<file path="src/rtl/edf_pkg.sv">
// Package for the evidence display follower: register indexes, widths and reset values.
`default_nettype none
package edf_pkg;

  localparam int COUNT_WIDTH_DEF = 32;

  localparam int CFG_INDEX_W = 3;
  localparam int CFG_DATA_W  = 16;

  localparam int THR_W   = 7;
  localparam int STEP_W  = 4;
  localparam int LIMIT_W = 16;
  localparam int EVID_W  = 8;
  localparam int SRC_W   = 8;
  localparam int SEQ_W   = 32;

  localparam logic [CFG_INDEX_W-1:0] CFG_THRESHOLD = 3'd0;
  localparam logic [CFG_INDEX_W-1:0] CFG_INCREMENT = 3'd1;
  localparam logic [CFG_INDEX_W-1:0] CFG_LEAK      = 3'd2;
  localparam logic [CFG_INDEX_W-1:0] CFG_CANCEL    = 3'd3;
  localparam logic [CFG_INDEX_W-1:0] CFG_LIMIT     = 3'd4;

  localparam logic [THR_W-1:0]   THR_RESET   = 7'd5;
  localparam logic [STEP_W-1:0]  INC_RESET   = 4'd1;
  localparam logic [STEP_W-1:0]  LEAK_RESET  = 4'd1;
  localparam logic [STEP_W-1:0]  REV_RESET   = 4'd1;
  localparam logic [LIMIT_W-1:0] LIMIT_RESET = 16'd8;

  localparam logic [EVID_W-1:0] EVID_MAX = 8'd127;

  localparam logic [1:0] DIR_POS  = 2'b01;
  localparam logic [1:0] DIR_ZERO = 2'b00;
  localparam logic [1:0] DIR_NEG  = 2'b11;

endpackage
`default_nettype wire

</file>
<file path="src/rtl/evidence_display_follower.sv">
// Evidence display follower: input register, single-pass update logic and result register.
//
//  channel | dir | handshake          | payload
//  s       | in  | s_tvalid/s_tready  | s_tdata sample fields, s_tuser flags
//  m       | out | m_tvalid/m_tready  | m_tdata counts and evidence, m_tuser flags
//  cfg     | in  | cfg_valid/cfg_ready| cfg_index, cfg_data
//
//  One word per cycle while the output is not stalled; an accepted word waits in the
//  input register and is loaded into the result register when it moves on.
//  The follower state is read and written by the one update stage between the input
//  and result registers, so words follow each other every cycle while not stalled.
//  rst clears the state, both valid flags and loads the register defaults.
//  A stalled result holds in the output register; the input register takes a
//  word while it is empty or while its word moves on in the same cycle.
`default_nettype none
module evidence_display_follower
  import edf_pkg::*;
#(
  parameter int COUNT_WIDTH = COUNT_WIDTH_DEF
) (
  input  wire                                     clk,
  input  wire                                     rst,
  input  wire                                     s_tvalid,
  output logic                                    s_tready,
  // source_id, base_cnt, target_cnt, sample_seq
  input  wire  [((SRC_W+2*COUNT_WIDTH+SEQ_W+7)/8)*8-1:0] s_tdata,
  // sample_valid, is_stable, is_active
  input  wire  [2:0]                              s_tuser,
  output logic                                    m_tvalid,
  input  wire                                     m_tready,
  // desired_out, shown_count, delta_out, evidence_out, dir_out
  output logic [((3*COUNT_WIDTH+EVID_W+3+7)/8)*8-1:0] m_tdata,
  // locked_out, initialized_out, stable_echo, active_echo, jumped
  output logic [4:0]                              m_tuser,
  input  wire                                     cfg_valid,
  output logic                                    cfg_ready,
  input  wire  [CFG_INDEX_W-1:0]                  cfg_index,
  input  wire  [CFG_DATA_W-1:0]                   cfg_data
);

  localparam int CW       = COUNT_WIDTH;
  localparam int DW       = CW + 1;
  localparam int MW       = (DW > LIMIT_W) ? DW : LIMIT_W;
  localparam int OUT_BITS = 3 * CW + EVID_W + 3;
  localparam int OUT_W    = ((OUT_BITS + 7) / 8) * 8;

  // configuration
  logic [THR_W-1:0]   thr_level;
  logic [STEP_W-1:0]  inc_step;
  logic [STEP_W-1:0]  zero_leak;
  logic [STEP_W-1:0]  reverse_cancel;
  logic [LIMIT_W-1:0] large_step_limit;

  // input register
  logic                    s1_valid;
  logic [SRC_W-1:0]        s1_src;
  logic signed [CW-1:0]    s1_base;
  logic signed [CW-1:0]    s1_want;
  logic [SEQ_W-1:0]        s1_seq;
  logic                    s1_sample_valid;
  logic                    s1_stable;
  logic                    s1_active;
  logic                    s1_advance;

  // follower state
  logic signed [CW-1:0]     shown_reg;
  logic signed [EVID_W-1:0] evidence_reg;
  logic [SEQ_W-1:0]         last_seq_reg;
  logic [SRC_W-1:0]         source_reg;
  logic                     init_flag;
  logic                     lock_flag;

  // update logic
  logic                     reinit;
  logic signed [DW-1:0]     delta_cur;
  logic signed [DW-1:0]     delta_base;
  logic [DW-1:0]            delta_mag;
  logic                     big_step;
  logic                     dir_neg;
  logic                     dir_nz;
  logic                     e_neg;
  logic [EVID_W-1:0]        e_mag;
  logic [EVID_W-1:0]        lim_sum;
  logic [EVID_W-1:0]        lim;
  logic [EVID_W:0]          grow;
  logic                     gather;
  logic [EVID_W-1:0]        g_mag;
  logic                     g_neg;
  logic [EVID_W-1:0]        sel_mag;
  logic                     sel_neg;
  logic signed [EVID_W-1:0] ev_sel;
  logic                     take_step;

  logic signed [CW-1:0]     shown_next;
  logic signed [EVID_W-1:0] evidence_next;
  logic                     init_next;
  logic                     lock_next;
  logic                     jump_next;
  logic signed [DW-1:0]     delta_next;
  logic [1:0]               dir_next;

  // result register
  logic signed [CW-1:0]     r_want;
  logic signed [CW-1:0]     r_shown;
  logic signed [DW-1:0]     r_delta;
  logic signed [EVID_W-1:0] r_evid;
  logic [1:0]               r_dir;
  logic                     r_lock;
  logic                     r_init;
  logic                     r_stable;
  logic                     r_active;
  logic                     r_jump;
  logic [OUT_BITS-1:0]      out_packed;

  assign cfg_ready  = 1'b1;
  assign s1_advance = s1_valid && (!m_tvalid || m_tready);
  assign s_tready   = !s1_valid || s1_advance;

  always_ff @(posedge clk) begin
    if (rst) begin
      thr_level          <= THR_RESET;
      inc_step           <= INC_RESET;
      zero_leak          <= LEAK_RESET;
      reverse_cancel     <= REV_RESET;
      large_step_limit   <= LIMIT_RESET;
    end else if (cfg_valid && cfg_ready) begin
      unique case (cfg_index)
        CFG_THRESHOLD: thr_level          <= cfg_data[THR_W-1:0];
        CFG_INCREMENT: inc_step           <= cfg_data[STEP_W-1:0];
        CFG_LEAK:      zero_leak          <= cfg_data[STEP_W-1:0];
        CFG_CANCEL:    reverse_cancel     <= cfg_data[STEP_W-1:0];
        CFG_LIMIT:     large_step_limit   <= cfg_data[LIMIT_W-1:0];
        default: begin
        end
      endcase
    end
  end

  always_ff @(posedge clk) begin
    if (rst) begin
      s1_valid <= 1'b0;
    end else if (s_tvalid && s_tready) begin
      s1_valid <= 1'b1;
    end else if (s1_advance) begin
      s1_valid <= 1'b0;
    end
  end

  always_ff @(posedge clk) begin
    if (s_tvalid && s_tready) begin
      s1_src          <= s_tdata[SRC_W-1:0];
      s1_base         <= s_tdata[SRC_W+CW-1:SRC_W];
      s1_want         <= s_tdata[SRC_W+2*CW-1:SRC_W+CW];
      s1_seq          <= s_tdata[SRC_W+2*CW+SEQ_W-1:SRC_W+2*CW];
      s1_sample_valid <= s_tuser[0];
      s1_stable       <= s_tuser[1];
      s1_active       <= s_tuser[2];
    end
  end

  always_comb begin
    reinit     = !init_flag || !s1_sample_valid || (source_reg != s1_src);
    delta_cur  = DW'(s1_want) - DW'(shown_reg);
    delta_base = DW'(s1_want) - DW'(s1_base);
    delta_mag  = delta_cur[DW-1] ? DW'(-delta_cur) : DW'(delta_cur);
    big_step   = MW'(delta_mag) > MW'(large_step_limit);
    dir_neg    = delta_cur[DW-1];
    dir_nz     = delta_cur != '0;

    e_neg   = evidence_reg[EVID_W-1];
    e_mag   = e_neg ? EVID_W'(-evidence_reg) : EVID_W'(evidence_reg);
    lim_sum = EVID_W'(thr_level) + EVID_W'(inc_step);
    lim     = (lim_sum > EVID_MAX) ? EVID_MAX : lim_sum;
    grow    = (EVID_W+1)'(e_mag) + (EVID_W+1)'(inc_step);

    priority if (!dir_nz) begin
      g_mag = (e_mag > EVID_W'(zero_leak)) ? e_mag - EVID_W'(zero_leak) : '0;
      g_neg = e_neg;
    end else if ((e_mag == '0) || (e_neg == dir_neg)) begin
      g_mag = (grow > (EVID_W+1)'(lim)) ? lim : grow[EVID_W-1:0];
      g_neg = dir_neg;
    end else begin
      g_mag = (e_mag > EVID_W'(reverse_cancel)) ? e_mag - EVID_W'(reverse_cancel) : '0;
      g_neg = e_neg;
    end

    gather  = (s1_seq != last_seq_reg) && (s1_stable || !dir_nz);
    sel_mag = gather ? g_mag : e_mag;
    sel_neg = gather ? g_neg : e_neg;
    ev_sel  = sel_neg ? EVID_W'(-$signed(sel_mag)) : $signed(sel_mag);
    take_step = dir_nz && (sel_mag != '0) && (sel_neg == dir_neg) &&
                (sel_mag >= EVID_W'(thr_level));

    priority if (reinit) begin
      shown_next    = s1_base;
      evidence_next = '0;
      init_next     = s1_sample_valid;
      lock_next     = s1_sample_valid;
      jump_next     = 1'b0;
      delta_next    = delta_base;
    end else if (!s1_active) begin
      shown_next    = s1_base;
      evidence_next = '0;
      init_next     = 1'b1;
      lock_next     = 1'b0;
      jump_next     = 1'b0;
      delta_next    = delta_base;
    end else if (big_step) begin
      shown_next    = s1_want;
      evidence_next = '0;
      init_next     = 1'b1;
      lock_next     = 1'b0;
      jump_next     = 1'b1;
      delta_next    = '0;
    end else if (take_step) begin
      shown_next    = dir_neg ? shown_reg - CW'(1) : shown_reg + CW'(1);
      evidence_next = '0;
      init_next     = 1'b1;
      lock_next     = 1'b1;
      jump_next     = 1'b0;
      delta_next    = dir_neg ? delta_cur + DW'(1) : delta_cur - DW'(1);
    end else begin
      shown_next    = shown_reg;
      evidence_next = ev_sel;
      init_next     = 1'b1;
      lock_next     = 1'b1;
      jump_next     = 1'b0;
      delta_next    = delta_cur;
    end

    priority if (delta_next[DW-1]) begin
      dir_next = DIR_NEG;
    end else if (delta_next == '0) begin
      dir_next = DIR_ZERO;
    end else begin
      dir_next = DIR_POS;
    end
  end

  always_ff @(posedge clk) begin
    if (rst) begin
      shown_reg    <= '0;
      evidence_reg <= '0;
      last_seq_reg <= '0;
      source_reg   <= '0;
      init_flag    <= 1'b0;
      lock_flag    <= 1'b0;
    end else if (s1_advance) begin
      shown_reg    <= shown_next;
      evidence_reg <= evidence_next;
      last_seq_reg <= s1_seq;
      source_reg   <= s1_src;
      init_flag    <= init_next;
      lock_flag    <= lock_next;
    end
  end

  always_ff @(posedge clk) begin
    if (rst) begin
      m_tvalid <= 1'b0;
    end else if (s1_advance) begin
      m_tvalid <= 1'b1;
    end else if (m_tready) begin
      m_tvalid <= 1'b0;
    end
  end

  always_ff @(posedge clk) begin
    if (s1_advance) begin
      r_want   <= s1_want;
      r_shown  <= shown_next;
      r_delta  <= delta_next;
      r_evid   <= evidence_next;
      r_dir    <= dir_next;
      r_lock   <= lock_next;
      r_init   <= init_next;
      r_stable <= s1_stable;
      r_active <= s1_active;
      r_jump   <= jump_next;
    end
  end

  assign out_packed = {r_dir, r_evid, r_delta, r_shown, r_want};
  assign m_tdata    = OUT_W'(out_packed);
  assign m_tuser    = {r_jump, r_active, r_stable, r_init, r_lock};

`ifndef SYNTHESIS
  a_ready_when_empty: assert property (@(posedge clk) disable iff (rst)
    !m_tvalid |-> s_tready)
    else $error("input not ready while output register is empty");

  a_jump_lands: assert property (@(posedge clk) disable iff (rst)
    (m_tvalid && r_jump) |-> (r_delta == '0 && !r_lock && r_init))
    else $error("jump result does not land on desired count");

  a_lock_needs_init: assert property (@(posedge clk) disable iff (rst)
    (m_tvalid && r_lock) |-> r_init)
    else $error("locked without initialized state");

  a_evidence_bound: assert property (@(posedge clk) disable iff (rst)
    evidence_reg != {1'b1, {(EVID_W-1){1'b0}}})
    else $error("evidence outside saturation bound");
`endif

endmodule
`default_nettype wire
</file>
<file path="config.mk">
export PLATFORM = sky130hd
export DESIGN_NAME = evidence_display_follower
export DESIGN_NICKNAME = d
export VERILOG_FILES = /design/src/rtl/edf_pkg.sv /design/src/rtl/evidence_display_follower.sv
export SDC_FILE = /design/constraint.sdc
export NUM_CORES = 1
export LEC_CHECK = 0
export BUFFER_PORTS_ARGS = -buffer_cell sky130_fd_sc_hd__buf_2
export CORE_MARGIN = 2
export CORE_UTILIZATION = 45
export DETAILED_ROUTE_END_ITERATION = 6
export GPL_TIMING_DRIVEN = 0
export SETUP_SLACK_MARGIN = 0.1
export SYNTH_ARGS = -nofsm -noshare
export SYNTH_HDL_FRONTEND = slang
export SYNTH_SLANG_ARGS = --single-unit
</file>
<file path="constraint.sdc">
create_clock -name clk -period 9.8 [get_ports clk]
set_input_delay 1.47 -clock clk [delete_from_list [all_inputs] [get_ports clk]]
set_output_delay 1.47 -clock clk [all_outputs]
set_load 0.02 [all_outputs]
</file>
==> run metrics, run 1 <==
r2r setup slk 0.42 ns; Reg2Reg Depth 34; NetSw 1.52 mW; Worst Setup Path Type register to register; final worst slack 0.422 ns; initial antenna violation count 7; Primary FF master, synth edfxtp_1; DRC viols 0; Worst-path clk slew 0.06 ns; gpl congestion 0.946; HP Class register to register; Netlist Area Pre-Place 22900 um^2; antenna-violating nets left 0; share of total power in combinational logic 31.0%; register with the most flip-flops r_delta; placed cells 3487; DR WL/cell 21.8 um; hold depth 2; total core area 50200 um^2; largest net degree at the start of global routing 70; first-pass GRT wire length 116 mm; sequential cell area fraction in the yosys report 39.1%; crit path time final 9.38 ns; Max clock buf depth 3; run status finished clean; syn avg cell area 8.92 um^2; RR Endpoint evidence_reg[0]; crit path max fanout 10; TritonCTS Sinks 337; internal power 2.95 mW; clock latency at the later pin of the worst-skew pair 0.60 ns; HP Start large_step_limit[10]; Initial Util 45.6%; Clk pwr share 32.1%; Critical Path Max Stage Delay 0.87 ns; Hold EP large_step_limit[10]; overflow left after global routing 0; Pins Over Slew Limit 0; Initial DRC Count 1762; Total GRT Usage 29.0%; Post-DP HPWL 60.3 mm; die area 52600 um^2; Via density 5.80; Vert. Die Dim 229 um; final hold vios 0; Die W 229 um; Yosys reg bits 337; YS warnings 0; setup violators final 0; worst slew pin tran 1.25 ns; Num CTS Buffers 38; fmax 107 MHz; max-cap viol count 0; CTS root buf clkbuf_16; number of synthesized flops with an enable pin 219; Async S/R FF share, synth 0%; Final nets 3179; final setup TNS 0 ns; I/O Buffers 243; worst r2r src s1_want[0]; final core utilization 53.2%; leakage power 10.8 nW; hold_buf cts 0; max reg flops 33; Mapped Cells 2563; Clock Skew 0.0407 ns; crit path DAT 9.89 ns; CP startpoint kind register; Site Rows 82; CP endpoint kind register; Slowest-stage cell, CP buf_1; Non-Filler Instances 3569; Rel. slew slack 15.5%; vias in the first global route 19800; CTS tree done; most common cell type on the critical path inv_1; post-place setup slack -0.713 ns; RSZ-0062 raised after global routing true; router iterations before antenna repair 6; final wirelength 77.7 mm; Layout Area Growth over Synthesis 16.7%; share of layout cells above drive strength 1 14.8%; Switching Share 34.1%; routed via count 20700; IO Pins 251; sequential share of power 36.9%; PwrDens 168 nW/um^2; VDD IR max 0.000132 V; # H-tree levels 2; Tcrit/Tclk final 95.7%; Worst Path Required 10.31 ns; count of different cell masters after synthesis 92
[stage by stage]
| stage | instance area (um^2) | hold slack, ns | power, mW |
|---|---|---|---|
| 2_1_floorplan | 22900 | 0.426 | 2.61 |
| 3_3_place_gp | 24900 | 0.438 | 2.97 |
| 3_5_place_dp | 25000 | 0.445 | 2.99 |
| 4_1_cts | 26300 | 0.457 | 4.44 |
| 5_1_grt | 26700 | 0.477 | 4.68 |
| 6_report | 26700 | 0.457 | 4.47 |
[power groups by stage]
| stage | Combinational [mW] | Clock [mW] | Sequential, mW |
|---|---|---|---|
| after CTS | 1.33 | 1.47 | 1.65 |
| after floorplan | 0.912 | 0 | 1.70 |
| after global placement | 1.28 | 0 | 1.69 |
| after global routing | 1.51 | 1.51 | 1.66 |
| final | 1.38 | 1.44 | 1.65 |
| after detailed placement | 1.31 | 0 | 1.68 |
[cell usage in the layout, fill, tap and decap left out, drive strengths merged, types with 10 or more instances in the layout]
| cell type | Yosys | final |
|---|---|---|
| o31ai | 12 | 12 |
| o211ai | 13 | 13 |
| xnor2 | 114 | 114 |
| nand4 | 26 | 26 |
| clkbuf | 87 | 139 |
| a211oi | 34 | 34 |
| mux2 | 10 | 10 |
| o21a | 32 | 32 |
| ha | 176 | 176 |
| nor4 | 21 | 21 |
| o22ai | 11 | 11 |
| or3 | 24 | 24 |
| a31oi | 17 | 17 |
| a211o | 11 | 11 |
| nor3 | 56 | 56 |
| mux2i | 38 | 38 |
| dfxtp | 118 | 118 |
| inv | 150 | 154 |
| or4 | 12 | 12 |
| and3 | 23 | 23 |
| o311ai | 13 | 13 |
| buf | 30 | 286 |
| nand2 | 310 | 310 |
| nand2b | 50 | 50 |
| and2 | 23 | 23 |
| nor2b | 31 | 31 |
| nand3 | 73 | 73 |
| xor2 | 54 | 54 |
| clkinv | 2 | 14 |
| or2 | 14 | 14 |
| o21bai | 15 | 15 |
| a21oi | 237 | 237 |
| nor2 | 185 | 185 |
| o21ai | 150 | 150 |
| a21o | 58 | 58 |
| edfxtp | 219 | 219 |
[cells in the mapped netlist, types with 7 or more instances]
master / number / share of area, %
nor3b_1: 7 / 0.23
and2_1: 23 / 0.63
or2_2: 12 / 0.33
a211oi_1: 33 / 1.1
nor2_1: 185 / 3.0
o21a_1: 32 / 1.1
o211ai_1: 13 / 0.43
nor2b_1: 31 / 0.85
and3_1: 23 / 0.63
o311ai_0: 12 / 0.46
nor4_1: 19 / 0.52
a21o_1: 58 / 1.9
xnor2_1: 114 / 4.4
o21ai_0: 142 / 3.1
buf_1: 8 / 0.13
buf_4: 13 / 0.43
or4_1: 12 / 0.39
o21bai_1: 15 / 0.49
mux2i_1: 38 / 1.7
o22ai_1: 11 / 0.30
nand4_1: 25 / 0.68
ha_1: 176 / 9.6
nand3_1: 73 / 1.6
xor2_1: 54 / 2.1
clkbuf_1: 87 / 1.4
a21oi_1: 236 / 5.2
o21ai_1: 7 / 0.15
o31ai_1: 11 / 0.36
nand2_1: 310 / 5.1
inv_1: 149 / 2.4
mux2_2: 10 / 0.49
or3_1: 23 / 0.63
a31oi_1: 17 / 0.47
fa_1: 8 / 0.70
edfxtp_1: 219 / 29
o31a_1: 7 / 0.27
nor3_1: 54 / 1.2
a31o_2: 8 / 0.31
nand2b_1: 50 / 1.4
a211o_1: 11 / 0.42
a311oi_1: 7 / 0.27
dfxtp_1: 118 / 10
[area by class of cell]
class / instances / area (um^2)
antenna: 3 / 7.51
buffer: 117 / 544
clock buffer: 52 / 1040
clock inverter: 18 / 224
fill: 4685 / 23500
inverter: 152 / 571
multi-input combinational: 1962 / 13100
sequential: 337 / 8940
tap: 672 / 841
timing repair buffer: 256 / 1380
[layer usage]
layer  up-vias  track usage, %  routed length, um
met5         -               0                 51
met4         8            10.5               3040
met3       156            5.83               5710
met2       776            44.5              33700
met1      9904            40.4              35200
li1       9842               -                  -
[logic make-up (layout without fill, tap and decap cells)]
group                      Yosys count  in the layout  synth area share, %
AOI/OAI and AO/OA                  672            672                 18.4
muxes                               48             48                 2.16
DFF                                337            337                 39.1
other                                2             10               0.0329
adders and majority gates          184            184                 10.3
xor gates and xnor gates           168            168                 6.44
and+or+nand+nor                    883            883                 18.8
buffers and inverters              269            595                 4.76
[how the worst max path moves through the flow]
stage | startpoint | end | cells after the start | slack (ns)
floorplan | s1_want[0] | r_dir[0] | 35 | 1.40
global placement | s1_want[0] | r_dir[0] | 36 | -1.69
global route | s1_want[0] | r_dir[0] | 40 | 0.008
detailed placement | s1_want[0] | r_dir[0] | 38 | -0.71
CTS | s1_want[0] | r_dir[0] | 39 | 0.11
finish | s1_want[0] | evidence_reg[0] | 34 | 0.42
[critical path: cells and delay by family (launching register included)]
family | cells | cell delay [ns]
compound gates | 12 | 2.81
fa+ha+maj | 3 | 0.85
buf+inv | 6 | 1.72
flops | 1 | 0.40
mux | 1 | 0.16
simple gates | 12 | 3.35
[what timing repair did]
| item | in CTS | in global routing |
|---|---|---|
| endpoints found under the setup margin | 55 | 85 |
| pin swaps | 0 | 8 |
| setup buffers | 0 | 9 |
| resized for setup | 13 | 52 |
Note: power is estimated with default switching activity, not from simulation.
==> run 2, diff against run 1 <==
--- a/config.mk
+++ b/config.mk
@@ -7,2 +7,3 @@
 export LEC_CHECK = 0
+export ABC_AREA = 1
 export BUFFER_PORTS_ARGS = -buffer_cell sky130_fd_sc_hd__buf_2
--- a/constraint.sdc
+++ b/constraint.sdc
@@ -3,2 +3,2 @@
 set_output_delay 1.47 -clock clk [all_outputs]
-set_load 0.02 [all_outputs]
+set_load 0.05 [all_outputs]
==> run metrics, run 2 <==
CTS root buf clkbuf_16; Top Layer Used met5; run status finished clean; max reg flops 33 (unchanged); synth cell count leaders nand2_1 (746), inv_1 (447), nor2_1 (272); die area 55100 um^2 (+4.7%); VDD IR max 0.000145 V (+10%); Die W 235 um (+2.3%); Vert. Die Dim 235 um (+2.3%); commonest non-fill, non-tap cell in the layout nand2_1; setup violators final 0 (unchanged); CTS tree done; final wirelength 80.3 mm (+3.4%); routed via count 22300 (+7.9%); Final nets 3770 (+19%); final core utilization 52.0% (-1.2 points); Tcrit/Tclk final 88.4% (-7.3 points); final setup TNS 0 ns (unchanged); YS warnings 0 (unchanged); total core area 52600 um^2 (+4.7%); Worst Path Required 10.26 ns (-0.05 ns); number of buffers and inverters on the critical path 9 (+3); number of synthesized flops with an enable pin 219 (unchanged); Compound-Gate Fraction of Synth Area 14.2% (-4.2 points); initial antenna violation count 7 (unchanged); max-cap viol count 0 (unchanged); final hold vios 0 (unchanged); HP Class register to register; Slowest-stage cell, CP o21ai_0; Resized cells post-CTS 0 (-13); clock latency at the later pin of the worst-skew pair 0.58 ns (-0.02 ns); Site Rows 84 (+2.4%); Post-CTS Setup Bufs 0 (unchanged); Pins Over Slew Limit 0 (unchanged); Max clock buf depth 3 (unchanged); # H-tree levels 2 (unchanged); Routed met3 length 3.97 mm (-30%); leakage power 12.9 nW (+20%); DR WL/cell 19.2 um (-12%); gpl congestion 0.990 (+4.6%); mux cell area share after synthesis 0% (-2.2 points); sequential cell area fraction in the yosys report 37.3% (-1.8 points); Via density 5.35 (-7.7%); RSZ-0062 raised after global routing false; Clock Skew 0.0242 ns (-0.0165 ns); largest family of logic cells by synthesized area simple AND/OR/NAND/NOR gates; WL met1 35.0 mm (-0.48%); XOR/XNOR Fraction of Synth Area 5.54% (-0.90 points); Initial DRC Count 1689 (-4.1%); count of different cell masters after synthesis 58 (-37%); Yosys reg bits 337 (unchanged); Mapped Cells 3164 (+23%); Critical Path Max Stage Delay 0.58 ns (-0.29 ns); post-synth top area share 27.5% (-1.3 points); Worst Setup Path Type register to register; area leader, netlist edfxtp_1; PwrDens 192 nW/um^2 (+15%); Netlist Area Pre-Place 23900 um^2 (+4.8%); met2 routed WL 38.3 mm (+14%); CP startpoint kind register; most common cell type on the critical path nand2_1; crit path max fanout 34 (+24); post-place setup slack 1.49 ns (+2.20 ns); DRC viols 0 (unchanged); register with the most flip-flops r_delta; worst slew pin tran 0.971 ns (-0.280 ns); router iterations before antenna repair 6 (unchanged); Layout Area Growth over Synthesis 14.0%; Simple-Gate Fraction of Synth Area 23.6% (+4.9 points); vias in the first global route 21700 (+9.3%); largest cells by area after synthesis edfxtp_1 (27%), nand2_1 (12%), dfxtp_1 (9.9%); syn avg cell area 7.57 um^2 (-15%); CP top delay family compound AO/OA/AOI/OAI gates; I/O Buffers 244 (+0.41%); CP endpoint kind register; commonest cells after routing, fill and taps aside nand2_1 (746), inv_1 (446), nor2_1 (272); antenna-violating nets left 0 (unchanged); Total GRT Usage 28.5% (-0.46 points); Primary FF master, synth edfxtp_1; crit path DAT 9.13 ns (-0.76 ns); final worst slack 1.14 ns (+0.714 ns); count leader, synth nand2_1; crit path time final 8.66 ns (-0.714 ns); Async S/R FF share, synth 0% (unchanged); Initial Util 45.6% (about the same); Post-Synth Adder-Cell Area 9.86% (-0.47 points); largest net degree at the start of global routing 65 (-7.1%); fmax 115 MHz (+8.2%); first-pass GRT wire length 123 mm (+5.6%); Worst-path clk slew 0.06 ns (about the same); Post-DP HPWL 64.3 mm (+6.6%); Rel. slew slack 35.3% (+20 points); overflow left after global routing 0 (unchanged); TritonCTS Sinks 337 (unchanged); Num CTS Buffers 37 (-2.6%); share of layout cells above drive strength 1 12.5% (-2.3 points); hold_buf cts 0 (unchanged); IO Pins 251 (unchanged)
run 2: cell count changes in the layout (fill, tap and decap cells not counted), moves of 26 or more:
cell	change
o211ai_1	+26
nand2_1	+436
nor2b_1	-31
inv_1	+297
clkbuf_1	-36
a21o_1	-50
o21ai_0	+67
xnor2_1	-59
mux2i_1	-37
a211oi_1	-29
nor2_1	+89
xor2_1	+40
nand3_1	+89
nand2b_1	-50
run 2: power by group:
part | leakage (nW) | total (mW) | switching (mW) | internal, mW
clock network | 0.570 | 1.36 | 0.587 | 0.773
registers | 3.06 | 1.66 | 0.0481 | 1.61
logic | 9.28 | 2.22 | 1.51 | 0.712
total | 12.9 | 5.24 | 2.15 | 3.10
run 2: per-layer routing:
layer	vias to the layer above	global-route usage (%)
li1	11100	-
met5	-	0
met4	6	10.8
met3	153	3.67
met1	10400	36.7
met2	683	48.8
run 2: worst register-to-register path: cells and delay by family (launching register included):
family,cells,cell delay [ns]
AOI/OAI and AO/OA,12,3.41
DFF,1,0.45
adders and majority gates,3,0.93
and+or+nand+nor,14,1.91
xor gates and xnor gates,1,0.22
buffers and inverters,9,1.65
run 2: worst paths after layout:
check,start,end,slack (ns),depth (start not counted)
worst max-delay path,s1_want[0],shown_reg[26],1.14,39
worst min-delay path,large_step_limit[1],large_step_limit[1],0.47,2
worst max register to register,s1_want[0],shown_reg[26],1.14,39
worst min register to register,large_step_limit[1],large_step_limit[1],0.47,2
run 2: layout make-up:
| class | instances | area, um^2 |
|---|---|---|
| sequential | 337 | 8940 |
| fill | 5169 | 25200 |
| inverter | 472 | 1770 |
| clock buffer | 53 | 997 |
| clock inverter | 15 | 175 |
| multi-input combinational | 2277 | 12800 |
| antenna | 2 | 5.00 |
| timing repair buffer | 247 | 1300 |
| tap | 688 | 861 |
| buffer | 83 | 473 |
run 2: logic make-up after synthesis:
logic type	Yosys count
and+or+nand+nor	1338
adders and majority gates	184
xor gates and xnor gates	149
other	2
DFF	337
AOI/OAI and AO/OA	599
buffers and inverters	555
run 2: through the flow:
step / hold slack [ns] / cells / instance area [um^2] / power (mW)
after floorplan: 0.426 / 3169 / 24000 / 3.25
after global placement: 0.435 / 4101 / 26100 / 3.85
after detailed placement: 0.459 / 4104 / 26100 / 3.87
after CTS: 0.470 / 4172 / 27300 / 5.25
after global routing: 0.495 / 4172 / 27300 / 5.56
final: 0.466 / 4174 / 27300 / 5.24
